[src/hdl/rar_pkg.sv]
package rar_pkg;

  typedef enum logic [1:0] {
    OP_ADD = 2'd0,
    OP_SUB = 2'd1,
    OP_MUL = 2'd2,
    OP_DIV = 2'd3
  } op_e;

  typedef enum logic [2:0] {
    ST_IDLE,
    ST_MUL,
    ST_SUM,
    ST_GCD,
    ST_DIVN,
    ST_DIVD,
    ST_OUT
  } state_e;

  // handshake between the sequencer and the shared divider
  typedef struct packed {
    logic start;
    logic busy;
    logic done;
  } div_ctl_t;

endpackage

[src/hdl/rar_div.sv]
module rar_div
  import rar_pkg::*;
#(
  parameter int W = 65
) (
  input  logic         clk_i,
  input  logic         rst_ni,
  input  logic         start_i,
  input  logic [W-1:0] dividend_i,
  input  logic [W-1:0] divisor_i,
  output logic [W-1:0] quot_o,
  output logic [W-1:0] rem_o,
  output div_ctl_t     ctl_o
);

  localparam int CW = $clog2(W + 1);

  logic [W-1:0]  quot_q, quot_d;
  logic [W-1:0]  rem_q, rem_d;
  logic [W-1:0]  dvs_q, dvs_d;
  logic [CW-1:0] cnt_q, cnt_d;
  logic          busy_q, busy_d;
  logic          done_q, done_d;
  logic [W:0]    trial;
  logic [W:0]    diff;

  // one restoring step per cycle
  always_comb begin
    quot_d = quot_q;
    rem_d  = rem_q;
    dvs_d  = dvs_q;
    cnt_d  = cnt_q;
    busy_d = busy_q;
    done_d = 1'b0;
    trial  = {rem_q, quot_q[W-1]};
    diff   = trial - {1'b0, dvs_q};
    if (start_i) begin
      quot_d = dividend_i;
      rem_d  = '0;
      dvs_d  = divisor_i;
      cnt_d  = CW'(W);
      busy_d = 1'b1;
    end else if (busy_q) begin
      if (!diff[W]) begin
        rem_d  = diff[W-1:0];
        quot_d = {quot_q[W-2:0], 1'b1};
      end else begin
        rem_d  = trial[W-1:0];
        quot_d = {quot_q[W-2:0], 1'b0};
      end
      cnt_d = cnt_q - CW'(1);
      if (cnt_q == CW'(1)) begin
        busy_d = 1'b0;
        done_d = 1'b1;
      end
    end
  end

  always_ff @(posedge clk_i or negedge rst_ni) begin
    if (!rst_ni) begin
      busy_q <= 1'b0;
      done_q <= 1'b0;
      cnt_q  <= '0;
    end else begin
      busy_q <= busy_d;
      done_q <= done_d;
      cnt_q  <= cnt_d;
    end
  end

  always_ff @(posedge clk_i) begin
    quot_q <= quot_d;
    rem_q  <= rem_d;
    dvs_q  <= dvs_d;
  end

  assign quot_o = quot_q;
  assign rem_o  = rem_q;
  assign ctl_o  = '{start: start_i, busy: busy_q, done: done_q};

endmodule

[config.mk]
export PLATFORM = sky130hd
export DESIGN_NAME = rar_div
export DESIGN_NICKNAME = d
export VERILOG_FILES = /design/src/hdl/rar_pkg.sv /design/src/hdl/rar_div.sv
export SDC_FILE = /design/constraint.sdc
export NUM_CORES = 1
export LEC_CHECK = 0
export BUFFER_PORTS_ARGS = -buffer_cell sky130_fd_sc_hd__buf_2
export CAP_MARGIN = 10
export CORE_MARGIN = 5
export CORE_UTILIZATION = 55
export DETAILED_ROUTE_END_ITERATION = 8
export PLACE_DENSITY = 0.8
export SYNTH_ARGS = -nofsm -noshare
export SYNTH_HDL_FRONTEND = slang
export SYNTH_SLANG_ARGS = --single-unit
[constraint.sdc]
create_clock -name clk_i -period 5.3 [get_ports clk_i]
set_input_delay 1.06 -clock clk_i [delete_from_list [all_inputs] [get_ports clk_i]]
set_output_delay 1.06 -clock clk_i [all_outputs]
set_load 0.005 [all_outputs]
After elaboration in Yosys (flattened, before gate mapping):

Cells that the tools add are included.

* mux-type cells: 12
* $mul: 0
* $lt $le $gt $ge: 0
* equality and inequality tests: 1
* reductions and logical operators: 1
* $add $sub $neg: 2
* div/mod/pow operators: 0
* shift operators: 0
* bitwise logic cells: 0

Operator list (count)
* 2-to-1 mux 65 bit: 3
* subtractor 66 x 65 -> 66 bit: 1
* 2-to-1 mux 7 bit: 2
* == test 7 x 1 -> 1 bit (second input constant): 1
* 2-to-1 mux 1 bit: 7
* subtractor 7 x 1 -> 7 bit (second input constant): 1
* nonzero test 2 bit: 1

* input bits: 133
* output and inout bits: 133
* bits in latches: 0
* memories kept: 0
* bits in registers: 204
* bits in writable memories: 0
* memory bits (read-only): 0

Logic depth before layout (Yosys ltp):

* depth in word-level cells: 4
* gate-level depth with buffers: 15

Worst setup path before layout:

OpenSTA, ideal clock, no wires.

* path type: input -> register
* from: in start_i
* to: reg quot_q[0] (netlist: quot_o[0]), enable pin
* setup slack: 2191 ps
* arrival: 2714 ps
* path buffers: 3
* stages: 4
* cells stage by stage: clkbuf_1 clkbuf_1 clkbuf_1 or2_2

* longest elaborated chain between the ends: 1

RTL lines
* from (decl): line rar_div.sv:8 `input logic start_i,`
* nonzero test 2 bit (no line)
* to (signal assigned): line rar_div.sv:72 `quot_q <= quot_d;`
* to (decl): line rar_div.sv:18 `logic [W-1:0] quot_q, quot_d;`

Every way passes these cells.
A chain may end at the register's enable or synchronous reset.

Worst setup path in the final report:

* from: reg dvs_q[4]
* to: reg rem_q[2] (netlist: rem_o[2])

* longest elaborated chain between the ends: 2

RTL lines
* from (decl): line rar_div.sv:20 `logic [W-1:0] dvs_q, dvs_d;`
* from (signal assigned): line rar_div.sv:74 `dvs_q <= dvs_d;`
* subtractor 66 x 65 -> 66 bit: line rar_div.sv:36 `diff = trial - {1'b0, dvs_q};`
* 2-to-1 mux 65 bit: line rar_div.sv:44 `if (!diff[W]) begin`
* to (signal assigned): line rar_div.sv:73 `rem_q <= rem_d;`
* to (decl): line rar_div.sv:19 `logic [W-1:0] rem_q, rem_d;`

Every way passes these cells.

==> report_table.html <==
<table>
<tr><th>Metric</th><th>Value</th></tr>
<tr><th colspan="2">Floorplanning</th></tr>
<tr><td>Count of standard-cell rows</td><td>between 50 and 60</td></tr>
<tr><td>Horizontal die dimension</td><td>between 150 and 200 um</td></tr>
<tr><td>Initial cell density of the core</td><td>between 50% and 60%</td></tr>
<tr><td>Area enclosed by the die boundary</td><td>~0.026 sq mm</td></tr>
<tr><td>Vertical extent of the die</td><td>approximately 160 um</td></tr>
<tr><td>Core region area</td><td>roughly 0.023 sq mm</td></tr>
<tr><td>Number of primary I/O pins</td><td>around 270</td></tr>
<tr><th colspan="2">Yosys</th></tr>
<tr><td>Post-synth top area share</td><td>31.1%</td></tr>
<tr><td>Commonest cells post-synth</td><td>sky130_fd_sc_hd__nand2_1, sky130_fd_sc_hd__edfxtp_1, sky130_fd_sc_hd__nor2_1</td></tr>
<tr><td>Number of enable flip-flop cells after synthesis</td><td>130</td></tr>
<tr><td>Count leader, synth</td><td>sky130_fd_sc_hd__nand2_1</td></tr>
<tr><td>Cell area after synthesis</td><td>approximately 0.013 sq mm</td></tr>
<tr><td>Sequential element share of the synthesized area</td><td>a little over two fifths</td></tr>
<tr><td>Synthesized area per cell</td><td>9.58 sq um</td></tr>
<tr><td>Ranking of synthesized cells by area</td><td>sky130_fd_sc_hd__edfxtp_1, sky130_fd_sc_hd__dfxtp_1, sky130_fd_sc_hd__ha_1</td></tr>
<tr><td>Number of different library cells in the post-synthesis netlist</td><td>69</td></tr>
<tr><td>Post-synthesis async set-or-reset flop share</td><td>under 10%</td></tr>
<tr><td>Syn Nets</td><td>1512</td></tr>
<tr><td>Flip-flop cell with the highest count after synthesis</td><td>sky130_fd_sc_hd__edfxtp_1</td></tr>
<tr><td>Warnings, synthesis</td><td>0</td></tr>
<tr><td>Yosys top cell by area</td><td>sky130_fd_sc_hd__edfxtp_1</td></tr>
<tr><td>Cells after Synth</td><td>around 1300</td></tr>
<tr><td>Seq cells post-synth</td><td>approximately 200</td></tr>
<tr><th colspan="2">Power and ir drop</th></tr>
<tr><td>Power density relative to cell area</td><td>~470 mW/mm^2</td></tr>
<tr><td>Worst supply voltage drop on vdd</td><td>roughly 0.26 mV</td></tr>
<tr><td>Static leakage</td><td>~6.5 nW</td></tr>
<tr><td>Power, Total</td><td>around 7 mW</td></tr>
<tr><th colspan="2">Detailed routing</th></tr>
<tr><td>Post-detailed-routing wire length</td><td>approximately 34000 um</td></tr>
<tr><td>Detail Route Antenna Nets</td><td>0</td></tr>
<tr><td>Total DRC errors in the routed layout</td><td>0</td></tr>
<tr><td>Via count</td><td>about 11000</td></tr>
<tr><td>DR vias/cell</td><td>5.82</td></tr>
<tr><td>Detailed-router iteration count before antenna repair</td><td>5</td></tr>
<tr><td>Wire per inst</td><td>roughly 18 um</td></tr>
<tr><td>Initial drt markers</td><td>around 700</td></tr>
<tr><th colspan="2">Cells and area</th></tr>
<tr><td>Layout overhead on the synthesized area</td><td>17.7%</td></tr>
<tr><td>Core occupancy in the finished layout</td><td>65.5%</td></tr>
<tr><td>Number of nets in the finished design</td><td>between 1500 and 2000</td></tr>
<tr><td>Fraction of final layout cells sized beyond drive strength 1</td><td>26.3%</td></tr>
<tr><th colspan="2">Critical path</th></tr>
<tr><td>Flop2flop setup slack</td><td>between 1 and 1.5 ns</td></tr>
<tr><td>Startpoint Class</td><td>flip-flop</td></tr>
<tr><td>Maximum fanout count along the critical path</td><td>30</td></tr>
<tr><td>Length in cells of the worst reg-to-reg path</td><td>12</td></tr>
<tr><td>R2R Path Start</td><td>dvs_q[4]</td></tr>
<tr><td>Worst setup path category</td><td>reg2reg</td></tr>
<tr><td>Worst r2r dst</td><td>rem_o[2]</td></tr>
<tr><td>Crit path required time</td><td>around 5.7 ns</td></tr>
<tr><td>Startpoint of the most critical setup path</td><td>dvs_q[4]</td></tr>
<tr><td>Critical path data arrival time</td><td>~4.3 ns</td></tr>
<tr><td>Crit. End Element</td><td>flip-flop</td></tr>
<tr><th colspan="2">Global routing</th></tr>
<tr><td>Global-route wire length before repair</td><td>roughly 55000 um</td></tr>
<tr><td>Overall track demand over capacity in global routing</td><td>around a quarter</td></tr>
<tr><td>Initial antenna violation count</td><td>6</td></tr>
<tr><td>GR Overflow Total</td><td>0</td></tr>
<tr><td>Maximum number of pins on one net before global-route repair</td><td>86</td></tr>
<tr><td>Vias in the first global route</td><td>between 10000 and 15000</td></tr>
<tr><th colspan="2">Timing</th></tr>
<tr><td>Max-slew violation count</td><td>0</td></tr>
<tr><td>Crit path setup slack, layout</td><td>between 1 and 1.5 ns</td></tr>
<tr><td>Unrepaired setup endpoints after global routing</td><td>false</td></tr>
<tr><td>Max Freq</td><td>roughly 260 MHz</td></tr>
<tr><td>Number of endpoints failing setup at the final stage</td><td>0</td></tr>
<tr><td>Final worst path period share</td><td>roughly three quarters</td></tr>
<tr><td>Sum of negative setup slack</td><td>0 ns</td></tr>
<tr><td>Max Clock Skew</td><td>between 0.01 and 0.015 ns</td></tr>
<tr><td>Final critical delay including setup and external delays</td><td>between 3 and 4 ns</td></tr>
<tr><td>Number of hold violations in the final report</td><td>0</td></tr>
<tr><td>Pin slew with the least headroom to its limit</td><td>about 0.97 ns</td></tr>
<tr><td>Relative slew slack</td><td>about a third</td></tr>
<tr><th colspan="2">Worst hold path</th></tr>
<tr><td>Worst hold path class</td><td>in2async</td></tr>
<tr><th colspan="2">Clock network</th></tr>
<tr><td>Clock-pin slew reported for the worst setup and hold paths after clock tree synthesis</td><td>about 0.06 ns</td></tr>
<tr><td>TritonCTS clock tree</td><td>done</td></tr>
<tr><td>Bufs on Longest Clock Path</td><td>3</td></tr>
<tr><td>Number of clock sinks</td><td>just over 200</td></tr>
<tr><td>PostCTS Resize Cnt</td><td>0</td></tr>
<tr><td>Total setup buffers inserted after CTS</td><td>0</td></tr>
<tr><td>Clock latency on the worst-skew pair</td><td>between 0.5 and 0.6 ns</td></tr>
<tr><td>CTS Buf Count</td><td>24</td></tr>
<tr><td>Master cell of the clock root buffer</td><td>sky130_fd_sc_hd__clkbuf_16</td></tr>
<tr><td>Number of hold buffers added after cts</td><td>0</td></tr>
<tr><td>H-tree depth reported by CTS</td><td>1</td></tr>
<tr><th colspan="2">Run</th></tr>
<tr><td>Number of max-cap violations</td><td>0</td></tr>
<tr><th colspan="2">Run status</th></tr>
<tr><td>Outcome</td><td>complete, no violations</td></tr>
<tr><th colspan="2">Place</th></tr>
<tr><td>Post-DP HPWL</td><td>about 26000 um</td></tr>
<tr><td>Pre-CTS WS</td><td>approximately 1.4 ns</td></tr>
<tr><td>Final weighted congestion in routability-driven placement</td><td>0.958</td></tr>
<tr><td>Count of input and output buffers</td><td>265</td></tr>
</table>
[cell usage in the layout (no fill, tap or decap), types with 28 or more instances in the layout]
cell type,n
sky130_fd_sc_hd__mux2_2,65
sky130_fd_sc_hd__xnor2_1,36
sky130_fd_sc_hd__inv_1,94
sky130_fd_sc_hd__ha_1,67
sky130_fd_sc_hd__buf_2,264
sky130_fd_sc_hd__o21ai_0,47
sky130_fd_sc_hd__a311oi_1,31
sky130_fd_sc_hd__edfxtp_1,130
sky130_fd_sc_hd__dfxtp_1,65
sky130_fd_sc_hd__nor2_1,100
sky130_fd_sc_hd__nand2_1,153
sky130_fd_sc_hd__a21oi_1,90
sky130_fd_sc_hd__nand4_1,28
[how the worst max path moves through the flow]
stage	endpoint	slack [ns]	cells after the start
5_1_grt	rem_o[2]	1.07	12
4_1_cts	rem_o[2]	1.37	12
3_5_place_dp	rem_o[2]	1.40	12
2_1_floorplan	quot_o[0]	2.19	4
3_3_place_gp	rem_o[2]	1.55	12
6_report	rem_o[2]	1.42	12
[power breakdown]
group	leakage (nW)	internal (mW)	switching, mW
registers	1.96	2.06	0.296
clock network	0.391	1.05	0.653
logic	4.15	1.23	1.72
[per-stage QoR]
stage	area (sq um)	hold WS (ns)	cells
final	14800	0.377	1831
after global routing	14800	0.377	1830
after CTS	14800	0.369	1830
after detailed placement	14000	0.497	1786
after global placement	14000	0.490	1786
after floorplan	12600	0.478	1311
[worst max-delay path, stage by stage (launching register included)]
cell,delay (ns)
sky130_fd_sc_hd__edfxtp_1,0.33
sky130_fd_sc_hd__inv_1,0.04
sky130_fd_sc_hd__ha_1,0.35
sky130_fd_sc_hd__o211ai_1,0.12
sky130_fd_sc_hd__a21oi_1,0.34
sky130_fd_sc_hd__o21ai_1,0.18
sky130_fd_sc_hd__a211oi_2,0.26
sky130_fd_sc_hd__nor3_2,0.10
sky130_fd_sc_hd__o21ai_2,0.53
sky130_fd_sc_hd__xor2_4,0.73
sky130_fd_sc_hd__buf_4,0.41
sky130_fd_sc_hd__nand3_1,0.11
sky130_fd_sc_hd__a311oi_1,0.27
[cells by family (layout without fill, tap and decap cells)]
| family | after synthesis | in the layout | synth area share (%) |
|---|---|---|---|
| buffers and inverters | 176 | 410 | 5.81 |
| muxes | 68 | 68 | 6.07 |
| and+or+nand+nor | 400 | 400 | 14.7 |
| xor gates and xnor gates | 59 | 59 | 4.27 |
| other | 0 | 1 | 0 |
| adders and majority gates | 68 | 68 | 6.84 |
| AOI/OAI and AO/OA | 336 | 336 | 19.1 |
| DFF | 204 | 204 | 43.2 |
[flip-flops by register name, summed over array words and instances, names as in the netlist]
register  count
busy_q        1
done_q        1
dvs_q        65
quot_o       65
rem_o        65
cnt_q         7
[routing by layer]
| layer | global-route usage, % | vias to the layer above | part of all wire (%) |
|---|---|---|---|
| met1 | 31.9 | 4938 | 41 |
| met4 | 8.30 | 12 | 3.1 |
| met3 | 7.09 | 74 | 8.6 |
| met5 | 0 | - | 0.19 |
| li1 | - | 5220 | - |
| met2 | 42.2 | 405 | 47 |
[area by class of cell]
cell class              instances  area [sq um]
clock buffers                  32           682
clock inverters                12           138
fillers                      1843          7790
well taps                     285           357
multi-input cells             931          6400
flip-flops and latches        204          5430
repair buffers                272          1410
inverters                      94           353
diodes                          1          2.50
(Power assumes the default switching activity.)
